===== src/tws_pkg.sv =====
package tws_pkg;

	localparam int SECS_PER_MIN  = 60;
	localparam int SECS_PER_HOUR = SECS_PER_MIN * SECS_PER_MIN;

	localparam int SECS_W   = 17;  // up to 31*3600 + 63*60 + 63
	localparam int DUR_W    = 16;
	localparam int TARGET_W = 3;
	localparam int HITS_W   = 8;
	localparam int RELAY_W  = 2;

	// command codes
	localparam logic CMD_EVAL  = 1'b0;
	localparam logic CMD_WRITE = 1'b1;

	// register index, taken from paddr[2]
	localparam logic REG_MANUAL = 1'b0;

	typedef struct packed {
		logic                enabled;
		logic [SECS_W-1:0]   open_secs;
		logic [DUR_W-1:0]    duration;
		logic [TARGET_W-1:0] target;
	} event_entry_t;

	typedef enum logic [1:0] {
		ST_IDLE,
		ST_SCAN,
		ST_LAST,
		ST_DONE
	} scan_state_t;

	function automatic logic [SECS_W-1:0] day_secs(
		input logic [4:0] h,
		input logic [5:0] m,
		input logic [5:0] s
	);
		return SECS_W'(h) * SECS_W'(SECS_PER_HOUR) + SECS_W'(m) * SECS_W'(SECS_PER_MIN)
			+ SECS_W'(s);
	endfunction

endpackage


===== src/tws_ram.sv =====
module tws_ram #(
	parameter int WIDTH = 8,
	parameter int DEPTH = 8,
	parameter int AW    = 3
) (
	input  logic             clk,
	input  logic             we,
	input  logic [AW-1:0]    waddr,
	input  logic [WIDTH-1:0] wdata,
	input  logic             re,
	input  logic [AW-1:0]    raddr,
	output logic [WIDTH-1:0] rdata
);

	logic [WIDTH-1:0] mem_q [DEPTH];
	logic [WIDTH-1:0] rdata_q;

	always_ff @(posedge clk) begin
		if (we) begin
			mem_q[waddr] <= wdata;
		end
		if (re) begin
			rdata_q <= mem_q[raddr];
		end
	end

	assign rdata = rdata_q;

endmodule


===== src/tws_table.sv =====
module tws_table
	import tws_pkg::*;
#(
	parameter int DEPTH = 8,
	parameter int AW    = 3
) (
	input  logic         clk,
	input  logic         arst_n,
	input  logic         wr_en,
	input  logic [AW-1:0] wr_addr,
	input  event_entry_t wr_data,
	input  logic         rd_en,
	input  logic [AW-1:0] rd_addr,
	output event_entry_t rd_data
);

	logic [DEPTH-1:0] vld_q;
	logic             vld_s1;
	logic [$bits(event_entry_t)-1:0] ram_rdata;

	tws_ram #(
		.WIDTH ($bits(event_entry_t)),
		.DEPTH (DEPTH),
		.AW    (AW)
	) u_ram (
		.clk   (clk),
		.we    (wr_en),
		.waddr (wr_addr),
		.wdata (wr_data),
		.re    (rd_en),
		.raddr (rd_addr),
		.rdata (ram_rdata)
	);

	// entries never written since reset read as a cleared, disabled event
	always_ff @(posedge clk or negedge arst_n) begin
		if (!arst_n) begin
			vld_q  <= '0;
			vld_s1 <= 1'b0;
		end else begin
			if (wr_en) begin
				vld_q[wr_addr] <= 1'b1;
			end
			if (rd_en) begin
				vld_s1 <= vld_q[rd_addr];
			end
		end
	end

	assign rd_data = vld_s1 ? event_entry_t'(ram_rdata) : '0;

endmodule


===== src/tws_ctrl.sv =====
module tws_ctrl
	import tws_pkg::*;
#(
	parameter int EVENT_COUNT = 8,
	parameter int RELAY_COUNT = 2,
	parameter int AW          = 3
) (
	input  logic               clk,
	input  logic               arst_n,
	input  logic               start,
	input  logic [SECS_W-1:0]  now_secs,
	input  logic               button,
	input  logic [RELAY_W-1:0] manual,
	output logic               idle,
	output logic               rd_en,
	output logic [AW-1:0]      rd_addr,
	input  event_entry_t       rd_data,
	output logic               out_valid,
	input  logic               out_ready,
	output logic [RELAY_W-1:0] relay_drive,
	output logic [HITS_W-1:0]  window_hits
);

	scan_state_t state_q, state_d;

	logic [AW-1:0]      rd_idx_q;
	logic               rd_en_s1;
	logic [SECS_W-1:0]  now_q;
	logic               button_q;
	logic [HITS_W-1:0]  hits_q;
	logic               out_valid_q;
	logic [RELAY_W-1:0] drive_q;
	logic [HITS_W-1:0]  hits_out_q;
	logic               last_idx;
	logic               load;
	logic [SECS_W:0]    end_secs;
	logic               hit;
	logic [RELAY_W-1:0] drive_d;

	assign last_idx = rd_idx_q == AW'(EVENT_COUNT - 1);
	assign load     = (state_q == ST_DONE) && (!out_valid_q || out_ready);

	always_ff @(posedge clk or negedge arst_n) begin
		if (!arst_n) begin
			state_q <= ST_IDLE;
		end else begin
			state_q <= state_d;
		end
	end

	always_comb begin
		state_d = state_q;
		rd_en   = 1'b0;
		case (state_q)
			ST_IDLE: begin
				if (start) begin
					state_d = ST_SCAN;
				end
			end
			ST_SCAN: begin
				rd_en = 1'b1;
				if (last_idx) begin
					state_d = ST_LAST;
				end
			end
			ST_LAST: begin
				state_d = ST_DONE;
			end
			ST_DONE: begin
				if (load) begin
					state_d = ST_IDLE;
				end
			end
			default: begin
				state_d = ST_IDLE;
			end
		endcase
	end

	assign rd_addr = rd_idx_q;
	assign idle    = state_q == ST_IDLE;

	// window is open-ended on both sides: start < now < start + duration
	assign end_secs = {1'b0, rd_data.open_secs} + (SECS_W + 1)'(rd_data.duration);
	assign hit      = rd_data.enabled && (rd_data.open_secs < now_q)
		&& (end_secs > {1'b0, now_q});

	always_comb begin
		for (int i = 0; i < RELAY_W; i++) begin
			drive_d[i] = (i < RELAY_COUNT) && (manual[i] || hits_q[i] || button_q);
		end
	end

	always_ff @(posedge clk or negedge arst_n) begin
		if (!arst_n) begin
			rd_idx_q    <= '0;
			rd_en_s1    <= 1'b0;
			hits_q      <= '0;
			out_valid_q <= 1'b0;
		end else begin
			rd_en_s1 <= rd_en;
			if (state_q == ST_IDLE) begin
				rd_idx_q <= '0;
			end else if (rd_en) begin
				rd_idx_q <= rd_idx_q + 1'b1;
			end
			if (start) begin
				hits_q <= '0;
			end else if (rd_en_s1 && hit) begin
				hits_q <= hits_q | (HITS_W'(1) << rd_data.target);
			end
			if (load) begin
				out_valid_q <= 1'b1;
			end else if (out_ready) begin
				out_valid_q <= 1'b0;
			end
		end
	end

	always_ff @(posedge clk) begin
		if (start) begin
			now_q    <= now_secs;
			button_q <= button;
		end
		if (load) begin
			drive_q    <= drive_d;
			hits_out_q <= hits_q;
		end
	end

	assign out_valid   = out_valid_q;
	assign relay_drive = drive_q;
	assign window_hits = hits_out_q;

endmodule


===== src/time_window_relay_scheduler.sv =====
// channel   | handshake               | word
// ----------+-------------------------+-------------------------------------------
// input     | in_valid / in_ready     | command, time of day, button, event entry
// output    | out_valid / out_ready   | relay_drive, window_hits
// config    | APB, pready tied high   | manual_relay_bits at byte address 0
//
// A write word leaves in_ready high; the next word can follow at once.
// An evaluate word scans the table one entry per cycle and then registers its result;
// the next word is taken once that result loads.
// in_ready is low from an evaluate accept until its result loads; the load waits
// while an older result is still stalled on out_ready.
// Reset clears the table through per-entry valid flops: no clearing pass.
module time_window_relay_scheduler
	import tws_pkg::*;
#(
	parameter int EVENT_COUNT = 8,
	parameter int RELAY_COUNT = 2
) (
	input  logic                clk,
	input  logic                arst_n,
	input  logic                psel,
	input  logic                penable,
	input  logic                pwrite,
	input  logic [2:0]          paddr,
	input  logic [31:0]         pwdata,
	output logic [31:0]         prdata,
	output logic                pready,
	input  logic                in_valid,
	output logic                in_ready,
	input  logic                command,
	input  logic [4:0]          now_hour,
	input  logic [5:0]          now_minute,
	input  logic [5:0]          now_second,
	input  logic                button_pressed,
	input  logic [2:0]          event_slot,
	input  logic                event_enabled,
	input  logic [4:0]          start_hour,
	input  logic [5:0]          start_minute,
	input  logic [5:0]          start_second,
	input  logic [15:0]         duration_seconds,
	input  logic [2:0]          target_relay,
	output logic                out_valid,
	input  logic                out_ready,
	output logic [RELAY_W-1:0]  relay_drive,
	output logic [HITS_W-1:0]   window_hits
);

	localparam int AW = (EVENT_COUNT > 1) ? $clog2(EVENT_COUNT) : 1;

	logic [RELAY_W-1:0] manual_q;
	logic               accept;
	logic               start;
	logic               wr_en;
	event_entry_t       wr_entry;
	logic [SECS_W-1:0]  now_secs;
	logic               rd_en;
	logic [AW-1:0]      rd_addr;
	event_entry_t       rd_data;
	logic               idle;

	assign pready = 1'b1;

	always_ff @(posedge clk or negedge arst_n) begin
		if (!arst_n) begin
			manual_q <= '0;
		end else if (psel && penable && pwrite && paddr[2] == REG_MANUAL) begin
			manual_q <= pwdata[RELAY_W-1:0];
		end
	end

	assign prdata = (paddr[2] == REG_MANUAL) ? 32'(manual_q) : '0;

	assign in_ready = idle;
	assign accept   = in_valid && in_ready;
	assign start    = accept && command == CMD_EVAL;
	// slots past the table are dropped
	assign wr_en    = accept && command == CMD_WRITE && (int'(event_slot) < EVENT_COUNT);

	assign now_secs            = day_secs(now_hour, now_minute, now_second);
	assign wr_entry.enabled    = event_enabled;
	assign wr_entry.open_secs  = day_secs(start_hour, start_minute, start_second);
	assign wr_entry.duration   = duration_seconds;
	assign wr_entry.target     = target_relay;

	tws_table #(
		.DEPTH (EVENT_COUNT),
		.AW    (AW)
	) u_table (
		.clk     (clk),
		.arst_n  (arst_n),
		.wr_en   (wr_en),
		.wr_addr (AW'(event_slot)),
		.wr_data (wr_entry),
		.rd_en   (rd_en),
		.rd_addr (rd_addr),
		.rd_data (rd_data)
	);

	tws_ctrl #(
		.EVENT_COUNT (EVENT_COUNT),
		.RELAY_COUNT (RELAY_COUNT),
		.AW          (AW)
	) u_ctrl (
		.clk         (clk),
		.arst_n      (arst_n),
		.start       (start),
		.now_secs    (now_secs),
		.button      (button_pressed),
		.manual      (manual_q),
		.idle        (idle),
		.rd_en       (rd_en),
		.rd_addr     (rd_addr),
		.rd_data     (rd_data),
		.out_valid   (out_valid),
		.out_ready   (out_ready),
		.relay_drive (relay_drive),
		.window_hits (window_hits)
	);

endmodule


===== config.mk =====
export PLATFORM = sky130hd
export DESIGN_NAME = time_window_relay_scheduler
export DESIGN_NICKNAME = d
export VERILOG_FILES = /design/src/tws_pkg.sv /design/src/tws_ram.sv /design/src/tws_table.sv /design/src/tws_ctrl.sv /design/src/time_window_relay_scheduler.sv
export SDC_FILE = /design/constraint.sdc
export NUM_CORES = 1
export LEC_CHECK = 0
export BUFFER_PORTS_ARGS = -buffer_cell sky130_fd_sc_hd__buf_2
export CAP_MARGIN = 0
export CORE_UTILIZATION = 33
export DETAILED_ROUTE_END_ITERATION = 8
export SYNTH_ARGS = -nofsm -noshare
export SYNTH_HDL_FRONTEND = slang
export SYNTH_SLANG_ARGS = --single-unit
export TNS_END_PERCENT = 1

===== constraint.sdc =====
create_clock -name clk -period 3.7 [get_ports clk]
set_input_delay 0.37 -clock clk [delete_from_list [all_inputs] [get_ports clk]]
set_output_delay 0.37 -clock clk [all_outputs]
set_load 0.005 [all_outputs]

==> summary.md <==
| Metric | Value |
|---|---|
| Sequential fraction of the synthesis area | 59.3% |
| Avg Synthesized Cell Area | 15.7 µm² |
| Total GRT Usage | 13.4% |
| # IOs | 146 |
| Ys async rst share | 6.72% |
| Hold Path Class | in -> reg |
| Synth cell count leaders | edfxtp_1 (361), ha_1 (151), inv_1 (103) |
| Synth area leaders | edfxtp_1 (56%), ha_1 (9.8%), mux4_2 (8.8%), dfrtp_1 (3.4%), fa_1 (3.1%) |
| Cell Count Post-Placement | 2183 |
| CORE AREA | 57800 µm² |
| Filler cell count | 5280 |
| Largest net degree at the start of global routing | 45 |
| Die area | 59600 µm² |
| Site row count | 88 |
| CP Capture Type | register |
| Diode count | 0 |
| H-Tree Level Count | 2 |
| Initial core utilization | 33.5% |
| Status | complete, but fails checks |
| Crit path launch type | input port |
| Number of synthesized flops with an enable pin | 361 |
| Power Internal | 11.6 mW |
| Max Fanout on Critical Path | 8 |
| Pins Over Slew Limit | 0 |
| DR vias/cell | 4.72 |
| Max incr delay on CP | 0.57 ns |
| Count of final hold-check violations | 0 |
| Tcrit/Tclk final | 110% |
| Final net count | 1744 |
| Final Skew | 0.0148 ns |
| Min cycle time layout | 4.06 ns |
| Unique masters post-synth | 63 |
| Max transition margin | 27.0% |
| Area grow syn2layout | 20.1% |
| Fmax | 246 MHz |
| Initial DRC count | 537 |
| Hold Path Cell Cnt | 2 |
| Switching share of power | 31.9% |
| TritonCTS clock tree | built |
| Cell mode on critical path | a21oi_2 |
| IO buf count | 82 |
| Post-CTS Setup Inserts | 0 |
| Max Cap Viol | 0 |
| Cell Area, Placed | 21700 µm² |
| Path depth of the worst reg2reg path | 17 |
| Worst EP arrival | 4.36 ns |
| Pleak | 8.88 nW |
| Clock transition at the registers of the reported paths | 0.06 ns |
| Most frequent cell after synthesis | edfxtp_1 |
| Cell at the slowest stage of the critical path | fa_1 |
| CTS sink cnt | 387 |
| Final WS setup | -0.359 ns |
| Die width | 244 µm |
| Clock share of power | 22.5% |
| Flop pwr share | 36.0% |
| Root buf cell | clkbuf_16 |
| Synth warn | 0 |
| Routed len/inst | 17.4 µm |
| RSZ-0062 raised after global routing | yes |
| Pwr per Cell Area | 733 nW/µm² |
| Max VDD drop | 0.000349 V |
| Vias in the first global route | 11100 |
| Initial antenna violation count | 4 |
| Switch Pwr | 5.45 mW |
| Skew-Pair Late Insertion Delay | 0.53 ns |
| Fin area | 23300 µm² |
| Most area-hungry cell type in the Yosys netlist | edfxtp_1 |
| Primary FF master, synth | edfxtp_1 |
| Final ANT Viol Nets | 0 |
| Vias | 10700 |
| GPL Wtd Cong | 0.812 |
| Slew @ Worst Pin | 1.10 ns |
| Synth Register Bits | 387 |
| CTS max path bufs | 3 |
| Total Wirelength | 39300 µm |
| First-pass GRT wire length | 62100 µm |
| Failing checks | setup timing |
| Synth top area share | 56.0% |
| Share of layout cells above drive strength 1 | 31.0% |
| Multi-input logic area | 7620 µm² |
| Post-route insts no fill | 2255 |
| Post-Synthesis Cells | 1231 |
| Register area | 11500 µm² |
| Die Ht | 244 µm |
| Pre-antenna DRT Iters | 4 |
| Total grt overflow | 0 |
| Final-report setup violation count | 53 |
| WS Path Type | in -> reg |
| Crit path cell chain | buf_6 -> fa_1 -> fa_1 -> ha_1 -> a21o_1 -> a21oi_2 -> nor2b_1 -> o21a_1 -> o41ai_2 -> xnor2_1 -> ha_1 -> ha_4 -> and3_1 -> a21oi_2 -> o311ai_2 -> a21oi_2 -> nor2_1 -> xnor2_2 |
| Hpwl dp | 26100 µm |
| DRC violations left | 0 |
| Mapped Area | 19400 µm² |
| Logic gate share of total power | 41.4% |
| Critical Path RT | 4.00 ns |
| TritonCTS buffer count | 38 |
power by group through the flow:
stage / Clock (mW) / Combinational [mW] / Sequential, mW
2_1_floorplan: 0 / 4.49 / 6.03
3_3_place_gp: 0 / 6.50 / 6.24
3_5_place_dp: 0 / 6.64 / 6.25
4_1_cts: 3.95 / 6.93 / 6.16
5_1_grt: 4.09 / 7.83 / 6.21
6_report: 3.85 / 7.06 / 6.15
flip-flops by register name, indices dropped and copies added, names as in the netlist, 3 cells and up:
name / count
u_table.u_ram.mem_q: 296
u_table.u_ram.rdata: 37
u_ctrl.now_q: 17
u_ctrl.hits_q: 8
u_ctrl.window_hits: 8
u_table.vld_q: 8
u_ctrl.rd_addr: 3
metal layers:
metal | GRT usage [%] | share of wire [%]
met5 | 0 | 0.12
met4 | 4.03 | 2.4
met2 | 23.3 | 50
met1 | 17.2 | 44
met3 | 1.85 | 3.5
worst max-delay path: cells and delay by family:
| family | cells | cell delay [ns] |
|---|---|---|
| fa+ha+maj | 5 | 1.86 |
| buf+inv | 1 | 0.10 |
| xor+xnor | 2 | 0.53 |
| compound gates | 7 | 1.19 |
| simple gates | 3 | 0.31 |
cell families after synthesis:
logic type / count (synthesis) / synth area share, %
compound gates: 144 / 5.18
mux: 118 / 11.3
flops: 387 / 59.3
simple gates: 173 / 4.65
xor+xnor: 62 / 2.80
other cells: 2 / 0.0388
buf+inv: 164 / 3.85
fa+ha+maj: 181 / 12.9
stage by stage:
step	power (mW)	worst slack (ns)	utilization, %	hold WS (ns)	setup TNS [ns]
2_1_floorplan	10.5	-0.582	-	0.0744	-61.49
3_3_place_gp	12.7	-0.950	37.6	0.397	-68.05
3_5_place_dp	12.9	-1.12	37.6	0.410	-78.30
4_1_cts	17.0	-0.353	40.1	0.0518	-10.12
5_1_grt	18.1	-0.556	40.2	0.0733	-23.15
6_report	17.1	-0.359	40.2	0.0746	-8.96
cell type report:
type / instances / area share, %
Sequential cell: 387 / 49.4
Clock inverter: 22 / 1.08
Timing Repair Buffer: 223 / 6.74
Multi-Input combinational cell: 709 / 32.7
Inverter: 103 / 1.68
Clock buffer: 46 / 4.22
Tap cell: 765 / 4.11
layout by cell type, fill, tap and decap left out, types with 9 or more instances in the layout:
cell type and n:
edfxtp_1 361, ha_1 145, buf_4 129, inv_1 101, buf_2 81, mux4_2 76
xnor2_1 40, mux2_2 39, clkbuf_16 38, nand2_1 35, a21oi_1 32, conb_1 31
nor2_1 30, and2_1 30, fa_1 29, dfrtp_1 23, a21o_1 20, xor2_1 14
o21ai_0 12, a21oi_2 11, nand4_1 10, or2_2 10, nor2b_1 9
worst paths after layout:
check	from	endpoint	slack (ns)
setup / recovery	start_minute[0]	u_table.u_ram.mem_q[4][33]$_DFFE_PP_	-0.36
setup reg to reg	u_table.vld_s1$_DFFE_PN0P_	u_ctrl.hits_q[2]$_DFFE_PN0P_	-0.22
hold / removal	pwdata[0]	manual_q[0]$_DFFE_PN0P_	0.07
min in group asynchronous	arst_n	manual_q[0]$_DFFE_PN0P_	0.39
hold reg to reg	u_ctrl.hits_q[6]$_DFFE_PN0P_	u_ctrl.window_hits[6]$_DFFE_PP_	0.45
max in group asynchronous	arst_n	u_ctrl.rd_addr[0]$_DFFE_PN0P_	2.84
timing repair:
item | 4_1_cts | 5_1_grt
pin swaps | 14 | 8
endpoints found under the setup margin | 78 | 88
endpoints found under the hold margin | 29 | 0
hold buffers | 4 | 0
resized for setup | 32 | 18
Note: power is estimated with default switching activity, not from simulation.
